File: src/hdl/isfs_pkg.sv
// Shared types, constants and helpers of the IMU sample frame serializer.
package isfs_pkg;

  localparam int unsigned WORD_COUNT = 6;
  localparam int unsigned WORD_W     = 32;
  localparam int unsigned DATA_W     = WORD_COUNT * WORD_W;
  localparam int unsigned WSUM_W     = 10;
  localparam int unsigned FIFO_DEPTH = 2;
  localparam int unsigned CNT_W      = 6;

  localparam logic FMT_BIN = 1'b0;
  localparam logic FMT_HEX = 1'b1;

  localparam logic [7:0] BIN_SYNC0 = 8'hAC;
  localparam logic [7:0] BIN_SYNC1 = 8'hCA;
  localparam logic [7:0] BIN_LEN   = 8'd24;
  localparam logic [7:0] ASCII_COMMA = 8'h2C;
  localparam logic [7:0] ASCII_CR    = 8'h0D;
  localparam logic [7:0] ASCII_LF    = 8'h0A;

  // Byte positions within a frame.
  localparam logic [CNT_W-1:0] BIN_POS_SYNC1    = 6'd1;
  localparam logic [CNT_W-1:0] BIN_POS_LEN      = 6'd2;
  localparam logic [CNT_W-1:0] BIN_POS_DATA_END = 6'd26;
  localparam logic [CNT_W-1:0] BIN_POS_LAST     = 6'd27;
  localparam logic [CNT_W-1:0] HEX_POS_CSUM_HI  = 6'd54;
  localparam logic [CNT_W-1:0] HEX_POS_CSUM_LO  = 6'd55;
  localparam logic [CNT_W-1:0] HEX_POS_CR       = 6'd56;
  localparam logic [CNT_W-1:0] HEX_POS_LAST     = 6'd57;
  localparam logic [3:0]       HEX_SUB_COMMA    = 4'd8;

  typedef struct packed {
    logic              fmt;
    logic [7:0]        csum;
    logic [DATA_W-1:0] words;  // gyro_x in the top bits, accel_z in the bottom
  } isfs_frame_t;

  typedef struct packed {
    logic push;
    logic pop;
  } isfs_fifo_ctl_t;

  typedef struct packed {
    logic full;
    logic empty;
  } isfs_fifo_sts_t;

  function automatic logic [7:0] hex_ascii(input logic [3:0] nib);
    logic [7:0] r;
    if (nib < 4'd10) begin
      r = 8'h30 + {4'd0, nib};
    end else begin
      r = 8'h37 + {4'd0, nib};
    end
    return r;
  endfunction

  function automatic logic [WSUM_W-1:0] word_byte_sum(input logic [WORD_W-1:0] w);
    logic [WSUM_W-1:0] s;
    s = {2'd0, w[31:24]} + {2'd0, w[23:16]} + {2'd0, w[15:8]} + {2'd0, w[7:0]};
    return s;
  endfunction

endpackage

File: src/hdl/isfs_front.sv
// Front end: format register, sample set capture and checksum build.
module isfs_front (
  input  logic                         clk,
  input  logic                         rst_n,
  input  logic                         cfg_we,
  input  logic                         cfg_wdata,
  input  logic                         start,
  output logic                         busy,
  input  logic [isfs_pkg::DATA_W-1:0]  in_words,
  input  isfs_pkg::isfs_fifo_sts_t     fifo_sts,
  output logic                         push,
  output isfs_pkg::isfs_frame_t        frame
);

  logic                        fmt_cfg_r;
  logic                        fe_valid_r;
  logic                        fmt_r;
  logic [isfs_pkg::DATA_W-1:0] words_r;
  logic [isfs_pkg::WSUM_W-1:0] wsum_r [isfs_pkg::WORD_COUNT];
  logic                        accept;
  logic [7:0]                  sum8;

  assign busy   = fe_valid_r && fifo_sts.full;
  assign accept = start && !busy;
  assign push   = fe_valid_r && !fifo_sts.full;

  always_ff @(posedge clk) begin
    if (!rst_n) begin
      fmt_cfg_r  <= isfs_pkg::FMT_BIN;
      fe_valid_r <= 1'b0;
    end else begin
      if (cfg_we) begin
        fmt_cfg_r <= cfg_wdata;
      end
      if (accept) begin
        fe_valid_r <= 1'b1;
      end else if (push) begin
        fe_valid_r <= 1'b0;
      end
    end
  end

  // Per-word byte sums are taken at capture; the six partials are folded on push.
  always_ff @(posedge clk) begin
    if (accept) begin
      fmt_r   <= fmt_cfg_r;
      words_r <= in_words;
      for (int i = 0; i < isfs_pkg::WORD_COUNT; i++) begin
        wsum_r[i] <= isfs_pkg::word_byte_sum(
          in_words[isfs_pkg::DATA_W-1-i*isfs_pkg::WORD_W -: isfs_pkg::WORD_W]);
      end
    end
  end

  always_comb begin
    sum8 = 8'(wsum_r[0]) + 8'(wsum_r[1]) + 8'(wsum_r[2])
         + 8'(wsum_r[3]) + 8'(wsum_r[4]) + 8'(wsum_r[5]);
    frame.fmt   = fmt_r;
    frame.words = words_r;
    frame.csum  = (fmt_r == isfs_pkg::FMT_BIN) ? sum8 + isfs_pkg::BIN_LEN : sum8;
  end

endmodule

File: src/hdl/isfs_fifo.sv
// Short frame queue between the front end and the serializer.
module isfs_fifo #(
  parameter int unsigned Depth = isfs_pkg::FIFO_DEPTH
) (
  input  logic                      clk,
  input  logic                      rst_n,
  input  isfs_pkg::isfs_fifo_ctl_t  ctl,
  output isfs_pkg::isfs_fifo_sts_t  sts,
  input  isfs_pkg::isfs_frame_t     wr_data,
  output isfs_pkg::isfs_frame_t     rd_data
);

  localparam int unsigned PtrW = (Depth > 1) ? $clog2(Depth) : 1;
  localparam int unsigned CntW = $clog2(Depth + 1);

  isfs_pkg::isfs_frame_t mem_r [Depth];
  logic [PtrW-1:0] wr_ptr_r;
  logic [PtrW-1:0] rd_ptr_r;
  logic [CntW-1:0] count_r;

  assign sts.full  = (count_r == CntW'(Depth));
  assign sts.empty = (count_r == '0);
  assign rd_data   = mem_r[rd_ptr_r];

  always_ff @(posedge clk) begin
    if (!rst_n) begin
      wr_ptr_r <= '0;
      rd_ptr_r <= '0;
      count_r  <= '0;
    end else begin
      if (ctl.push) begin
        wr_ptr_r <= (wr_ptr_r == PtrW'(Depth - 1)) ? '0 : wr_ptr_r + 1'b1;
      end
      if (ctl.pop) begin
        rd_ptr_r <= (rd_ptr_r == PtrW'(Depth - 1)) ? '0 : rd_ptr_r + 1'b1;
      end
      if (ctl.push && !ctl.pop) begin
        count_r <= count_r + 1'b1;
      end else if (ctl.pop && !ctl.push) begin
        count_r <= count_r - 1'b1;
      end
    end
  end

  always_ff @(posedge clk) begin
    if (ctl.push) begin
      mem_r[wr_ptr_r] <= wr_data;
    end
  end

`ifndef SYNTHESIS
  a_no_push_full: assert property (@(posedge clk) disable iff (!rst_n)
    ctl.push |-> !sts.full) else $error("frame queue overflow");
  a_no_pop_empty: assert property (@(posedge clk) disable iff (!rst_n)
    ctl.pop |-> !sts.empty) else $error("frame queue underflow");
`endif

endmodule

File: src/hdl/isfs_back.sv
// Serializer: turns one queued frame into a byte stream, one beat per cycle.
module isfs_back (
  input  logic                      clk,
  input  logic                      rst_n,
  input  isfs_pkg::isfs_fifo_sts_t  fifo_sts,
  input  isfs_pkg::isfs_frame_t     frame,
  output logic                      pop,
  output logic                      out_valid,
  output logic [7:0]                out_byte,
  output logic                      out_frame_end
);

  logic                          active_r;
  logic [isfs_pkg::CNT_W-1:0]    cnt_r;
  logic [3:0]                    sub_r;
  logic                          fmt_r;
  logic [7:0]                    csum_r;
  logic [isfs_pkg::DATA_W-1:0]   data_r;
  logic                          out_valid_r;
  logic [7:0]                    out_byte_r;
  logic                          out_frame_end_r;

  logic [7:0] byte_nxt;
  logic       is_last;
  logic       shift8;
  logic       shift4;
  logic       sub_clr;

  always_comb begin
    byte_nxt = 8'd0;
    is_last  = 1'b0;
    shift8   = 1'b0;
    shift4   = 1'b0;
    sub_clr  = 1'b0;
    if (fmt_r == isfs_pkg::FMT_BIN) begin
      is_last = (cnt_r == isfs_pkg::BIN_POS_LAST);
      priority if (cnt_r == '0) begin
        byte_nxt = isfs_pkg::BIN_SYNC0;
      end else if (cnt_r == isfs_pkg::BIN_POS_SYNC1) begin
        byte_nxt = isfs_pkg::BIN_SYNC1;
      end else if (cnt_r == isfs_pkg::BIN_POS_LEN) begin
        byte_nxt = isfs_pkg::BIN_LEN;
      end else if (cnt_r <= isfs_pkg::BIN_POS_DATA_END) begin
        byte_nxt = data_r[isfs_pkg::DATA_W-1 -: 8];
        shift8   = 1'b1;
      end else begin
        byte_nxt = csum_r;
      end
    end else begin
      is_last = (cnt_r == isfs_pkg::HEX_POS_LAST);
      priority if (cnt_r < isfs_pkg::HEX_POS_CSUM_HI) begin
        if (sub_r == isfs_pkg::HEX_SUB_COMMA) begin
          byte_nxt = isfs_pkg::ASCII_COMMA;
          sub_clr  = 1'b1;
        end else begin
          byte_nxt = isfs_pkg::hex_ascii(data_r[isfs_pkg::DATA_W-1 -: 4]);
          shift4   = 1'b1;
        end
      end else if (cnt_r == isfs_pkg::HEX_POS_CSUM_HI) begin
        byte_nxt = isfs_pkg::hex_ascii(csum_r[7:4]);
      end else if (cnt_r == isfs_pkg::HEX_POS_CSUM_LO) begin
        byte_nxt = isfs_pkg::hex_ascii(csum_r[3:0]);
      end else if (cnt_r == isfs_pkg::HEX_POS_CR) begin
        byte_nxt = isfs_pkg::ASCII_CR;
      end else begin
        byte_nxt = isfs_pkg::ASCII_LF;
      end
    end
  end

  // Next frame loads on the last beat of the current one, so frames run gapless.
  assign pop = !fifo_sts.empty && (!active_r || is_last);

  always_ff @(posedge clk) begin
    if (!rst_n) begin
      active_r    <= 1'b0;
      cnt_r       <= '0;
      sub_r       <= '0;
      out_valid_r <= 1'b0;
    end else begin
      out_valid_r <= active_r;
      if (pop) begin
        active_r <= 1'b1;
        cnt_r    <= '0;
        sub_r    <= '0;
      end else if (active_r && is_last) begin
        active_r <= 1'b0;
      end else if (active_r) begin
        cnt_r <= cnt_r + 1'b1;
        if (sub_clr) begin
          sub_r <= '0;
        end else if (shift4) begin
          sub_r <= sub_r + 1'b1;
        end
      end
    end
  end

  always_ff @(posedge clk) begin
    out_byte_r      <= byte_nxt;
    out_frame_end_r <= active_r && is_last;
    if (pop) begin
      fmt_r  <= frame.fmt;
      csum_r <= frame.csum;
      data_r <= frame.words;
    end else if (shift8) begin
      data_r <= {data_r[isfs_pkg::DATA_W-9:0], 8'd0};
    end else if (shift4) begin
      data_r <= {data_r[isfs_pkg::DATA_W-5:0], 4'd0};
    end
  end

  assign out_valid     = out_valid_r;
  assign out_byte      = out_byte_r;
  assign out_frame_end = out_frame_end_r;

`ifndef SYNTHESIS
  a_hex_ends_lf: assert property (@(posedge clk) disable iff (!rst_n)
    (active_r && is_last && fmt_r == isfs_pkg::FMT_HEX) |-> byte_nxt == isfs_pkg::ASCII_LF)
    else $error("hex line does not end in LF");
  a_cnt_range: assert property (@(posedge clk) disable iff (!rst_n)
    (active_r && fmt_r == isfs_pkg::FMT_BIN) |-> cnt_r <= isfs_pkg::BIN_POS_LAST)
    else $error("binary frame counter overran");
  a_end_marks_valid: assert property (@(posedge clk) disable iff (!rst_n)
    out_frame_end_r |-> out_valid_r) else $error("frame end without a beat");
`endif

endmodule

File: src/hdl/imu_sample_frame_serializer.sv
// IMU sample frame serializer top level: front end, frame queue and serializer.
// Path of a sample set: capture register, frame queue, serializer, output byte register.
// Throughput: one byte per cycle while a frame is active; a binary frame is 28 bytes, a hex line 58,
//   from the single byte-wide serializer; frames from the queue follow with no gap.
// The output receiver cannot stall; busy rises only while the queue and capture stage are full.
// Synchronous active-low reset clears the format register (binary), queue and serializer.
module imu_sample_frame_serializer #(
  parameter int unsigned FifoDepth = isfs_pkg::FIFO_DEPTH
) (
  input  logic        clk,
  input  logic        rst_n,
  input  logic        cfg_we,
  input  logic        cfg_wdata,
  input  logic        start,
  output logic        busy,
  input  logic [31:0] in_gyro_x,
  input  logic [31:0] in_gyro_y,
  input  logic [31:0] in_gyro_z,
  input  logic [31:0] in_accel_x,
  input  logic [31:0] in_accel_y,
  input  logic [31:0] in_accel_z,
  output logic        out_valid,
  output logic [7:0]  out_byte,
  output logic        out_frame_end
);

  isfs_pkg::isfs_fifo_ctl_t fifo_ctl;
  isfs_pkg::isfs_fifo_sts_t fifo_sts;
  isfs_pkg::isfs_frame_t    fe_frame;
  isfs_pkg::isfs_frame_t    q_frame;
  logic                     push;
  logic                     pop;

  assign fifo_ctl.push = push;
  assign fifo_ctl.pop  = pop;

  isfs_front u_front (
    .clk       (clk),
    .rst_n     (rst_n),
    .cfg_we    (cfg_we),
    .cfg_wdata (cfg_wdata),
    .start     (start),
    .busy      (busy),
    .in_words  ({in_gyro_x, in_gyro_y, in_gyro_z, in_accel_x, in_accel_y, in_accel_z}),
    .fifo_sts  (fifo_sts),
    .push      (push),
    .frame     (fe_frame)
  );

  isfs_fifo #(
    .Depth (FifoDepth)
  ) u_fifo (
    .clk     (clk),
    .rst_n   (rst_n),
    .ctl     (fifo_ctl),
    .sts     (fifo_sts),
    .wr_data (fe_frame),
    .rd_data (q_frame)
  );

  isfs_back u_back (
    .clk           (clk),
    .rst_n         (rst_n),
    .fifo_sts      (fifo_sts),
    .frame         (q_frame),
    .pop           (pop),
    .out_valid     (out_valid),
    .out_byte      (out_byte),
    .out_frame_end (out_frame_end)
  );

endmodule

File: config.mk
export PLATFORM = sky130hd
export DESIGN_NAME = imu_sample_frame_serializer
export DESIGN_NICKNAME = d
export VERILOG_FILES = /design/src/hdl/isfs_pkg.sv /design/src/hdl/isfs_front.sv /design/src/hdl/isfs_fifo.sv /design/src/hdl/isfs_back.sv /design/src/hdl/imu_sample_frame_serializer.sv
export SDC_FILE = /design/constraint.sdc
export NUM_CORES = 1
export LEC_CHECK = 0
export BUFFER_PORTS_ARGS = -buffer_cell sky130_fd_sc_hd__buf_4
export CORE_MARGIN = 2
export CORE_UTILIZATION = 35
export CTS_CLUSTER_SIZE = 14
export DETAILED_ROUTE_END_ITERATION = 10
export PLACE_DENSITY = 0.55
export SLEW_MARGIN = 0
export SYNTH_ARGS = -nofsm -noshare
export SYNTH_HDL_FRONTEND = slang
export SYNTH_HIERARCHICAL = 1
export SYNTH_SLANG_ARGS = --single-unit
File: constraint.sdc
create_clock -name clk -period 33.9 [get_ports clk]
set_input_delay 3.39 -clock clk [delete_from_list [all_inputs] [get_ports clk]]
set_output_delay 3.39 -clock clk [all_outputs]
set_load 0.02 [all_outputs]
==> results.md, run 1 <==
- CTS H-Tree Depth: 3
- Slowest stage delay, CP: 0.81 ns
- Drt via density: 4.88
- Post-Syn Nets: 2883
- Site Rows: 120
- Synth Flop Type: edfxtp_1
- Pre-CTS WS: 27.36 ns
- Setup TNS: 0 ns
- FFs w/ async S/R, synth: 0
- Crit path DAT: 6.10 ns
- Final hold vios: 0
- Clock latency on the worst-skew pair: 0.66 ns
- Share of cells above drive strength 1: 0.207
- Fin area: 0.0437 mm^2
- HP Class: flop to flop
- Mean Syn Cell Area: 15.0 um^2
- Largest net degree at the start of global routing: 117
- Nets: 3096
- Crit share post-route: 0.172
- Seq. cell area: 0.0259 mm^2
- Post-Syn Instances: 2516
- Startpoint types: input port
- Mapped Area: 0.0378 mm^2
- First-pass GRT wire length: 131000 um
- Max Fclk: 0.172 GHz
- CTS buffer count: 95
- Die ar.: 0.111 mm^2
- GRT Total Usage: 0.155
- HPWL after DPL: 56100 um
- Post-route ant nets: 0
- Crit-path max FO: 63
- Post-CTS setup buffer count: 0
- Deepest clock path buffer count: 3
- Grt total ovfl: 0
- Critical path type: input port to flop
- TritonCTS clock tree: done
- MaxCap Viol Count: 0
- Yosys reg bits: 872
- CP required: 34.17 ns
- Lkg Pwr: 15.8 nW
- Vias in the first global route: 21700
- CP dominant cell by count: buf_4
- Router iterations before antenna repair: 5
- Final setup fails: 0
- Synth cell types: 56
- Slew @ Worst Pin: 1.24 ns
- Clock sink total: 872
- Root Driver: clkbuf_16
- Starting Density: 0.353
- Area growth syn-to-layout: 15.5%
- Die X: 333 um
- Fin worst setup slack: 28.08 ns
- CTS resizes: 0
- DR DRC count: 0
- Slowest CP cell: buf_4
- Wire per inst: 20.5 um
- DRT iter0 DRCs: 1449
- Fin crit period: 5.82 ns
- Initial antenna violation count: 3
- RSZ-0062 raised after global routing: no
- Crit end category: flop
- Gp weighted congestion: 0.839
- Syn. warnings: 6
- Setup Skew: 0.0257 ns
- Worst hold margin: 0.437 ns
- Final wirelength: 86400 um
- PortBufs: 207
- Num ports: 208
- Hold_buf cts: 0
- Reg clk slew, reported paths: 0.06 ns
- Multi-input logic area: 0.0108 mm^2
- Core ar.: 0.107 mm^2
- Status: finished clean
- Die height: 333 um
- Sequential area share after synthesis: 0.685
- Number of synthesized flops with an enable pin: 844
- Post-DP Area: 0.0405 mm^2
- Slew margin rel.: 0.174
- CP cell instances: buf_4 -> nor2b_4 -> buf_4 -> buf_4 -> buf_4
- # fillers: 9836
- PD cells: 98.6 mW/mm^2
- Final Max Tran Viols: 0
- Via count of the routed design: 20600
- Worst VDD drop: 0.138 mV
logic make-up after synthesis:
logic type,count (synthesis),share of synthesized area
adder cells (fa/ha/maj),170,0.0783
AO/OA/AOI/OAI,502,0.0716
multiplexers,214,0.0634
flip-flops,872,0.685
XOR/XNOR,84,0.0194
buffers and inverters,210,0.0321
AND/OR/NAND/NOR,464,0.0503
worst max-delay path: cells and delay by family:
family                 cells  cell delay, ns
buffers and inverters      4            2.32
AND/OR/NAND/NOR            1            0.22
layer usage:
layer | global-route usage | share of wire | vias to the layer above
met2 | 0.260 | 0.49 | 452
met3 | 0.0254 | 0.043 | 97
met1 | 0.207 | 0.44 | 10400
met4 | 0.0431 | 0.019 | 0
li1 | - | - | 9578
met5 | 0 | 0 | -
cells in the mapped netlist, drive strengths merged, types with 5 or more instances:
cell type / count / area share
edfxtp: 844 / 0.67
a21oi: 412 / 0.055
nor2: 206 / 0.021
nand2: 205 / 0.020
mux2: 204 / 0.061
fa: 111 / 0.059
buf: 100 / 0.021
inv: 95 / 0.0094
xnor2: 69 / 0.016
ha: 59 / 0.020
dfxtp: 28 / 0.015
o21ai: 21 / 0.0028
a21o: 17 / 0.0034
xor2: 15 / 0.0035
clkbuf: 14 / 0.0015
o21bai: 13 / 0.0026
nor2b: 12 / 0.0020
and2: 11 / 0.0018
mux2i: 10 / 0.0026
nand3: 9 / 0.0012
o21a: 5 / 0.00099
power by group:
part | leakage, nW | switching (W) | total (W) | internal (W)
logic | 6.01 | 0.000894 | 0.00148 | 0.000590
registers | 8.25 | 0.000133 | 0.00177 | 0.00163
clock network | 1.53 | 0.000423 | 0.00106 | 0.000636
final timing paths:
check,startpoint,slack (ns),end,cells past startpoint
max,start,28.08,u_front/words_r[118],5
min,u_front/words_r[152],0.44,u_fifo/mem_r[1][152],0
max reg2reg,u_back/fmt_r,29.47,u_back/data_r[125],7
min reg2reg,u_front/words_r[152],0.44,u_fifo/mem_r[1][152],0
final cells by class:
class | instances | share of cell area
Antenna cell | 2 | 0.000115
Clock buffer | 110 | 0.0567
Clock inverter | 62 | 0.0163
Inverter | 96 | 0.00836
Multi-Input combinational cell | 1434 | 0.246
Sequential cell | 872 | 0.593
Tap cell | 1403 | 0.0402
Timing Repair Buffer | 230 | 0.0395
flip-flops by register name, indices dropped and copies added (netlist names), 2 cells and up, named ones only:
signal,count
u_back/csum_r,8
u_fifo/mem_r,402
u_front/words_r,192
u_back/cnt_r,6
u_back/data_r,192
u_back/out_byte,8
u_fifo/count_r,2
u_back/sub_r,4
u_front/wsum_r,48
cell usage in the layout, fill, tap and decap left out, types with 7 or more instances in the layout:
| master | instances |
|---|---|
| a21o_1 | 16 |
| a21oi_1 | 411 |
| and2_1 | 10 |
| buf_4 | 230 |
| bufinv_16 | 15 |
| clkbuf_1 | 13 |
| clkbuf_16 | 97 |
| clkinv_1 | 25 |
| clkinv_2 | 8 |
| clkinvlp_4 | 7 |
| dfxtp_1 | 27 |
| edfxtp_1 | 844 |
| fa_1 | 111 |
| ha_1 | 59 |
| inv_1 | 95 |
| mux2_2 | 204 |
| mux2i_1 | 10 |
| nand2_1 | 205 |
| nand3_1 | 8 |
| nor2_1 | 205 |
| nor2b_1 | 10 |
| o21ai_0 | 20 |
| o21bai_1 | 13 |
| xnor2_1 | 69 |
| xor2_1 | 15 |
through the flow:
step / instances / utilization / power, W
after CTS: 4207 / 0.408 / 0.00437
after global routing: 4208 / 0.408 / 0.00460
after global placement: 4035 / 0.378 / 0.00325
after detailed placement: 4035 / 0.378 / 0.00329
final: 4209 / 0.408 / 0.00431
after floorplan: 2516 / - / 0.00291
Power figures use the tool's default switching activity.
==> run 2, diff against run 1 <==
==> constraint.sdc (replaced) <==
create_clock -name clk -period 6 [get_ports clk]
set_input_delay 0.6 -clock clk [delete_from_list [all_inputs] [get_ports clk]]
set_output_delay 0.6 -clock clk [all_outputs]
set_load 0.02 [all_outputs]
==> results.md, run 2 (same netlist as run 1, synthesis figures left out) <==
- Final hold vios: 0 (unchanged)
- Seq. cell area: 0.0259 mm^2 (unchanged)
- Crit Reg-Reg Startpoint: u_back/cnt_r[1]
- HP Class: input port to flop
- Critical path type: flop to flop
- Slew margin rel.: 0.190 (+0.0168)
- Lkg Pwr: 15.8 nW (about the same)
- HPWL after DPL: 56500 um (+0.60%)
- Nets: 3095 (-0.032%)
- CTS buffer count: 96 (+1.1%)
- # fillers: 9851 (+0.15%)
- Grt total ovfl: 0 (unchanged)
- Share of cells above drive strength 1: 0.206 (-0.00101)
- RSZ-0062 raised after global routing: no
- Largest regs: u_fifo/mem_r (402), u_back/data_r (192), u_front/words_r (192)
- Root Driver: clkbuf_16
- Crit path max-delay family: simple AND/OR/NAND/NOR gates
- Most frequent cells in the layout: edfxtp_1 (844), a21oi_1 (411), buf_4 (223)
- CP Launch Point: u_back/cnt_r[1]
- CTS H-Tree Depth: 3 (unchanged)
- Slowest CP cell: buf_4
- Drt via density: 4.89 (+0.19%)
- PD cells: 556 mW/mm^2 (+460%)
- CP cell instances: inv_1 -> ha_1 -> or3_1 -> a21oi_2 -> nand2b_4 -> nand3_4 -> buf_4
- Core ar.: 0.107 mm^2 (unchanged)
- TritonCTS clock tree: done
- Starting Density: 0.353 (unchanged)
- Status: finished clean
- Clock sink total: 872 (unchanged)
- Initial antenna violation count: 3 (unchanged)
- Deepest clock path buffer count: 3 (unchanged)
- Die height: 333 um (unchanged)
- R2R cell count: 7 (unchanged)
- Die X: 333 um (unchanged)
- Crit end category: flop
- Slowest stage delay, CP: 0.88 ns (+0.07 ns)
- Largest net degree at the start of global routing: 171 (+46%)
- Router iterations before antenna repair: 5 (unchanged)
- Area growth syn-to-layout: 15.6% (about the same)
- Final wirelength: 86700 um (+0.29%)
- CP required: 6.27 ns (-27.90 ns)
- Setup Skew: 0.0228 ns (-0.00288 ns)
- Cell Count, Final, Fillers Out: 4212 (+0.071%)
- Num ports: 208 (unchanged)
- Max Fclk: 0.249 GHz
- Fin crit period: 4.02 ns
- MaxCap Viol Count: 0 (unchanged)
- Largest register FFs: 402 (unchanged)
- Multi-input logic area: 0.0108 mm^2 (unchanged)
- Worst Hold Depth: 1 (+1)
- Setup TNS: 0 ns (unchanged)
- Post-CTS setup buffer count: 0 (unchanged)
- Final Max Tran Viols: 0 (unchanged)
- Pre-CTS WS: 1.98 ns (-25.38 ns)
- Slew @ Worst Pin: 1.21 ns (-0.0252 ns)
- Startpoint types: flop
- Site Rows: 120 (unchanged)
- Worst hold margin: 0.120 ns (-0.317 ns)
- Fin worst setup slack: 1.98 ns (-26.10 ns)
- First-pass GRT wire length: 132000 um (+0.82%)
- Final core utilization: 0.408 (about the same)
- Buf+Inv Stages, Crit Path: 2 (-2)
- Placed cell count: 4033 (-0.050%)
- Final setup fails: 0 (unchanged)
- Vias in the first global route: 21600 (-0.41%)
- Hold_buf cts: 0 (unchanged)
- Die ar.: 0.111 mm^2 (unchanged)
- Biggest register: u_fifo/mem_r
- HP Start: in_gyro_y[15]
- Reg clk slew, reported paths: 0.06 ns (about the same)
- Crit-path max FO: 74 (+17%)
- Gp weighted congestion: 0.802 (-4.4%)
- GRT Total Usage: 0.156 (+0.00131)
- DR DRC count: 0 (unchanged)
- CTS resizes: 0 (unchanged)
- Post-route ant nets: 0 (unchanged)
- DRT iter0 DRCs: 1339 (-7.6%)
- Wire per inst: 20.6 um (+0.22%)
- Via count of the routed design: 20600 (+0.26%)
- Worst reg-to-reg setup slack: 1.98 ns (-27.49 ns)
- Clock latency on the worst-skew pair: 0.67 ns (about the same)
- WP depth: 7 (+2)
- PortBufs: 207 (unchanged)
- Crit share post-route: 0.670
- Crit path DAT: 4.29 ns (-1.81 ns)
- Commonest non-fill, non-tap cell in the layout: edfxtp_1
- Worst VDD drop: 1.09 mV (+690%)
## run 2: cell count changes in the layout (fill, tap and decap cells not counted), sizes merged
cell,delta
clkinv,+7
clkbuf,+5
bufinv,-3
buf,-2
clkinvlp,-2
diode,-1
inv,-1
## run 2: worst paths after layout
path,endpoint
hold / removal,u_front/words_r[143]
hold reg to reg,u_fifo/mem_r[1][35]
setup / recovery,u_back/data_r[83]
setup reg to reg,u_back/data_r[83]
## run 2: layout make-up
type / count / area share
well taps: 1403 / 0.0402
flip-flops and latches: 872 / 0.593
clock inverters: 63 / 0.0151
clock buffers: 115 / 0.0571
diodes: 1 / 0.0000572
repair buffers: 228 / 0.0406
inverters: 96 / 0.00836
multi-input cells: 1434 / 0.246
## run 2: where the power goes
part / internal (W) / leakage (nW) / switching, W
logic: 0.00334 / 6.02 / 0.00507
registers: 0.00921 / 8.25 / 0.000767
clock network: 0.00348 / 1.52 / 0.00243
total: 0.0160 / 15.8 / 0.00826
## run 2: metal layers
metal,GRT usage,share of wire
met1,0.206,0.44
met2,0.263,0.50
met3,0.0248,0.044
met4,0.0504,0.025
met5,0,0
## run 2: stage by stage
| step | cell area [um^2] | total power, W |
|---|---|---|
| final | 43700 | 0.0243 |
| after CTS | 43700 | 0.0246 |
| after detailed placement | 40600 | 0.0185 |
| after global placement | 40600 | 0.0183 |
| after floorplan | 37800 | 0.0163 |
| after global routing | 43700 | 0.0259 |
## run 2: worst register-to-register path, stage by stage (launching register included)
cell and delay [ns]:
dfxtp_1 0.53, inv_1 0.13, ha_1 0.26, or3_1 0.42, a21oi_2 0.26, nand2b_4 0.40, nand3_4 0.65, buf_4 0.91
==> run 3, diff against run 2 <==
--- a/config.mk
+++ b/config.mk
@@ -5,12 +5,13 @@
 export SDC_FILE = /design/constraint.sdc
 export NUM_CORES = 1
 export LEC_CHECK = 0
+export ABC_AREA = 1
 export BUFFER_PORTS_ARGS = -buffer_cell sky130_fd_sc_hd__buf_4
 export CORE_MARGIN = 2
 export CORE_UTILIZATION = 35
 export CTS_CLUSTER_SIZE = 14
 export DETAILED_ROUTE_END_ITERATION = 10
-export PLACE_DENSITY = 0.55
+export PLACE_DENSITY = 0.56
 export SLEW_MARGIN = 0
 export SYNTH_ARGS = -nofsm -noshare
 export SYNTH_HDL_FRONTEND = slang
==> constraint.sdc (replaced) <==
create_clock -name clk -period 3.25 [get_ports clk]
set_input_delay 0.325 -clock clk [delete_from_list [all_inputs] [get_ports clk]]
set_output_delay 0.325 -clock clk [all_outputs]
set_load 0.02 [all_outputs]
==> results.md, run 3 <==
- Die X: 338 um (+1.7%)
- FFs w/ async S/R, synth: 0 (unchanged)
- Largest regs: u_fifo/mem_r (402), u_back/data_r (192), u_front/words_r (192)
- Wire per inst: 17.9 um (-13%)
- Crit share post-route: 1.07 (+0.398)
- Slowest CP cell: fa_1
- Worst VDD drop: 1.96 mV (+81%)
- TritonCTS clock tree: done
- PD cells: 1030 mW/mm^2 (+86%)
- Synth Flop Type: edfxtp_1
- Clock sink total: 872 (unchanged)
- Post-Syn Nets: 3389 (+18%)
- Root Driver: clkbuf_16
- Most frequent cells in the layout: nand2_1 (879), edfxtp_1 (844), inv_1 (329)
- # fillers: 10300 (+4.1%)
- Area growth syn-to-layout: 22.1%
- First-pass GRT wire length: 139000 um (+5.4%)
- Post-Syn Instances: 3022 (+20%)
- Die height: 338 um (+1.7%)
- Final core utilization: 0.431 (+0.0235)
- Largest register FFs: 402 (unchanged)
- Starting Density: 0.353 (about the same)
- Crit path DAT: 3.87 ns (-0.42 ns)
- Crit path max-delay family: adder cells
- Lkg Pwr: 19.1 nW (+21%)
- PortBufs: 207 (unchanged)
- Mapped Area: 0.0391 mm^2 (+3.5%)
- Via count of the routed design: 23100 (+12%)
- Yosys reg bits: 872 (unchanged)
- DR DRC count: 0 (unchanged)
- Clock latency on the worst-skew pair: 0.66 ns (about the same)
- Largest cells by area after synthesis: edfxtp_1 (65%), nand2_1 (8.4%), mux2_2 (5.8%), fa_1 (5.7%), inv_1 (3.2%)
- Crit-path max FO: 2 (-97%)
- Core ar.: 0.111 mm^2 (+3.4%)
- Vias in the first global route: 23700 (+9.7%)
- Final setup fails: 8 (+8)
- Post-route ant nets: 0 (unchanged)
- Commonest non-fill, non-tap cell in the layout: nand2_1
- Fin crit period: 3.47 ns (-0.550 ns)
- List of most frequent post-synthesis cells: nand2_1 (881), edfxtp_1 (844), inv_1 (335)
- Fin area: 0.0478 mm^2 (+9.3%)
- Syn. warnings: 6 (unchanged)
- Nets: 3856 (+25%)
- Worst hold margin: 0.0482 ns (-0.0717 ns)
- Status: finished, violations left
- CTS H-Tree Depth: 3 (unchanged)
- Deepest clock path buffer count: 3 (unchanged)
- Final wirelength: 90300 um (+4.2%)
- Multi-input logic area: 0.0113 mm^2 (+4.7%)
- Inserted Diodes: 0 (-1)
- Final Max Tran Viols: 0 (unchanged)
- Seq. cell area: 0.0259 mm^2 (about the same)
- Critical path type: flop to flop
- Biggest register: u_fifo/mem_r
- RSZ-0062 raised after global routing: yes
- Drt via density: 4.56 (-6.7%)
- CTS buffer count: 96 (unchanged)
- Die ar.: 0.115 mm^2 (+3.4%)
- Buf+Inv Stages, Crit Path: 4 (+2)
- Share of cells above drive strength 1: 0.189 (-0.0175)
- CP required: 3.65 ns (-2.62 ns)
- Fin worst setup slack: -0.220 ns (-2.20 ns)
- Pre-CTS WS: -0.460 ns (-2.44 ns)
- HP Class: input port to flop
- Slowest stage delay, CP: 0.54 ns (-0.34 ns)
- Post-synth top area cell: edfxtp_1
- CP cell instances: fa_1 -> inv_1 -> fa_1 -> fa_1 -> inv_1 -> ha_2 -> fa_2 -> xnor2_2 -> buf_4 -> nand2_2 -> nand3_1 -> xor2_1 -> inv_1
- GRT Total Usage: 0.158 (+0.00172)
- Setup Skew: 0.0180 ns (-0.00484 ns)
- Synth cell types: 36 (-36%)
- Tot Pwr: 0.0493 W (+100%)
- Grt total ovfl: 0 (unchanged)
- Startpoint types: flop
- Slew @ Worst Pin: 0.670 ns (-0.544 ns)
- Post-DP Area: 0.0427 mm^2 (+5.2%)
- Gp weighted congestion: 0.785 (-2.2%)
- Router iterations before antenna repair: 7 (+2)
- Reg clk slew, reported paths: 0.06 ns (about the same)
- Max Fclk: 0.288 GHz (+16%)
- Final hold vios: 0 (unchanged)
- MaxCap Viol Count: 0 (unchanged)
- Number of synthesized flops with an enable pin: 844 (unchanged)
- Top cell type's share of synthesized area: 0.648 (-0.0224)
- Num ports: 208 (unchanged)
- Failing checks: negative setup slack
- HPWL after DPL: 58300 um (+3.2%)
- Mean Syn Cell Area: 13.0 um^2 (-14%)
- Most numerous cell in the Yosys netlist: nand2_1
- Sequential area share after synthesis: 0.662 (-0.0229)
- DRT iter0 DRCs: 1623 (+21%)
- Initial antenna violation count: 4 (+1)
- Slew margin rel.: 0.553 (+0.363)
- Site Rows: 122 (+1.7%)
- Largest net degree at the start of global routing: 108 (-37%)
- Crit end category: flop
==> run 3: per-stage QoR <==
stage,cells,TNS [ns]
after floorplan,3022,-663.10
after global placement,4682,-2.69
after detailed placement,4682,-2.80
after CTS,5053,-1.53
after global routing,5054,-2.65
final,5054,-1.34
==> run 3: kinds of logic (layout without fill, tap and decap cells) <==
family | after synthesis | after routing | share of synthesized area
compound gates | 79 | 79 | 0.0105
mux | 202 | 202 | 0.0581
fa+ha+maj | 170 | 170 | 0.0756
xor+xnor | 76 | 76 | 0.0174
simple gates | 1173 | 1173 | 0.123
buf+inv | 450 | 994 | 0.0537
flops | 872 | 872 | 0.662
==> run 3: area by class of cell <==
cell class | count | area share
Clock buffer | 119 | 0.0527
Clock inverter | 56 | 0.0119
Inverter | 342 | 0.0272
Multi-Input combinational cell | 1700 | 0.236
Sequential cell | 872 | 0.542
Tap cell | 1488 | 0.0390
Timing Repair Buffer | 477 | 0.0914
==> run 3: final timing paths <==
kind                          end                  from  slack (ns)  cells after the start
min            u_front/fe_valid_r                 start        0.05                      3
max          u_fifo/mem_r[1][198]  u_front/wsum_r[0][2]       -0.22                     13
max reg2reg  u_fifo/mem_r[1][198]  u_front/wsum_r[0][2]       -0.22                     13
min reg2reg   u_fifo/mem_r[1][70]   u_front/words_r[70]        0.43                      0
==> run 3: what timing repair did <==
action | CTS | global route
hold endpoints to repair | 201 | 0
pin swaps | 10 | 2
resized for setup | 13 | 3
endpoints found under the setup margin | 10 | 10
hold buffers | 195 | 0
setup buffers | 1 | 1
==> run 3: metal layers <==
metal,part of all wire,routed length (um),GRT usage,vias up
met2,0.49,44000,0.266,525
met1,0.45,40500,0.212,11300
met4,0.021,1890,0.0434,4
met5,0.00031,28,0,-
met3,0.043,3910,0.0243,116
li1,-,-,-,11100
==> run 3: worst min-delay path, delay by kind of cell <==
kind | cells | cell delay [ns]
buf+inv | 2 | 0.15
compound gates | 1 | 0.18
==> run 3: report_power, final <==
group	internal [W]	switching (W)
Combinational	0.00889	0.0120
Clock	0.00629	0.00443
Sequential	0.0168	0.000866
Total	0.0320	0.0173
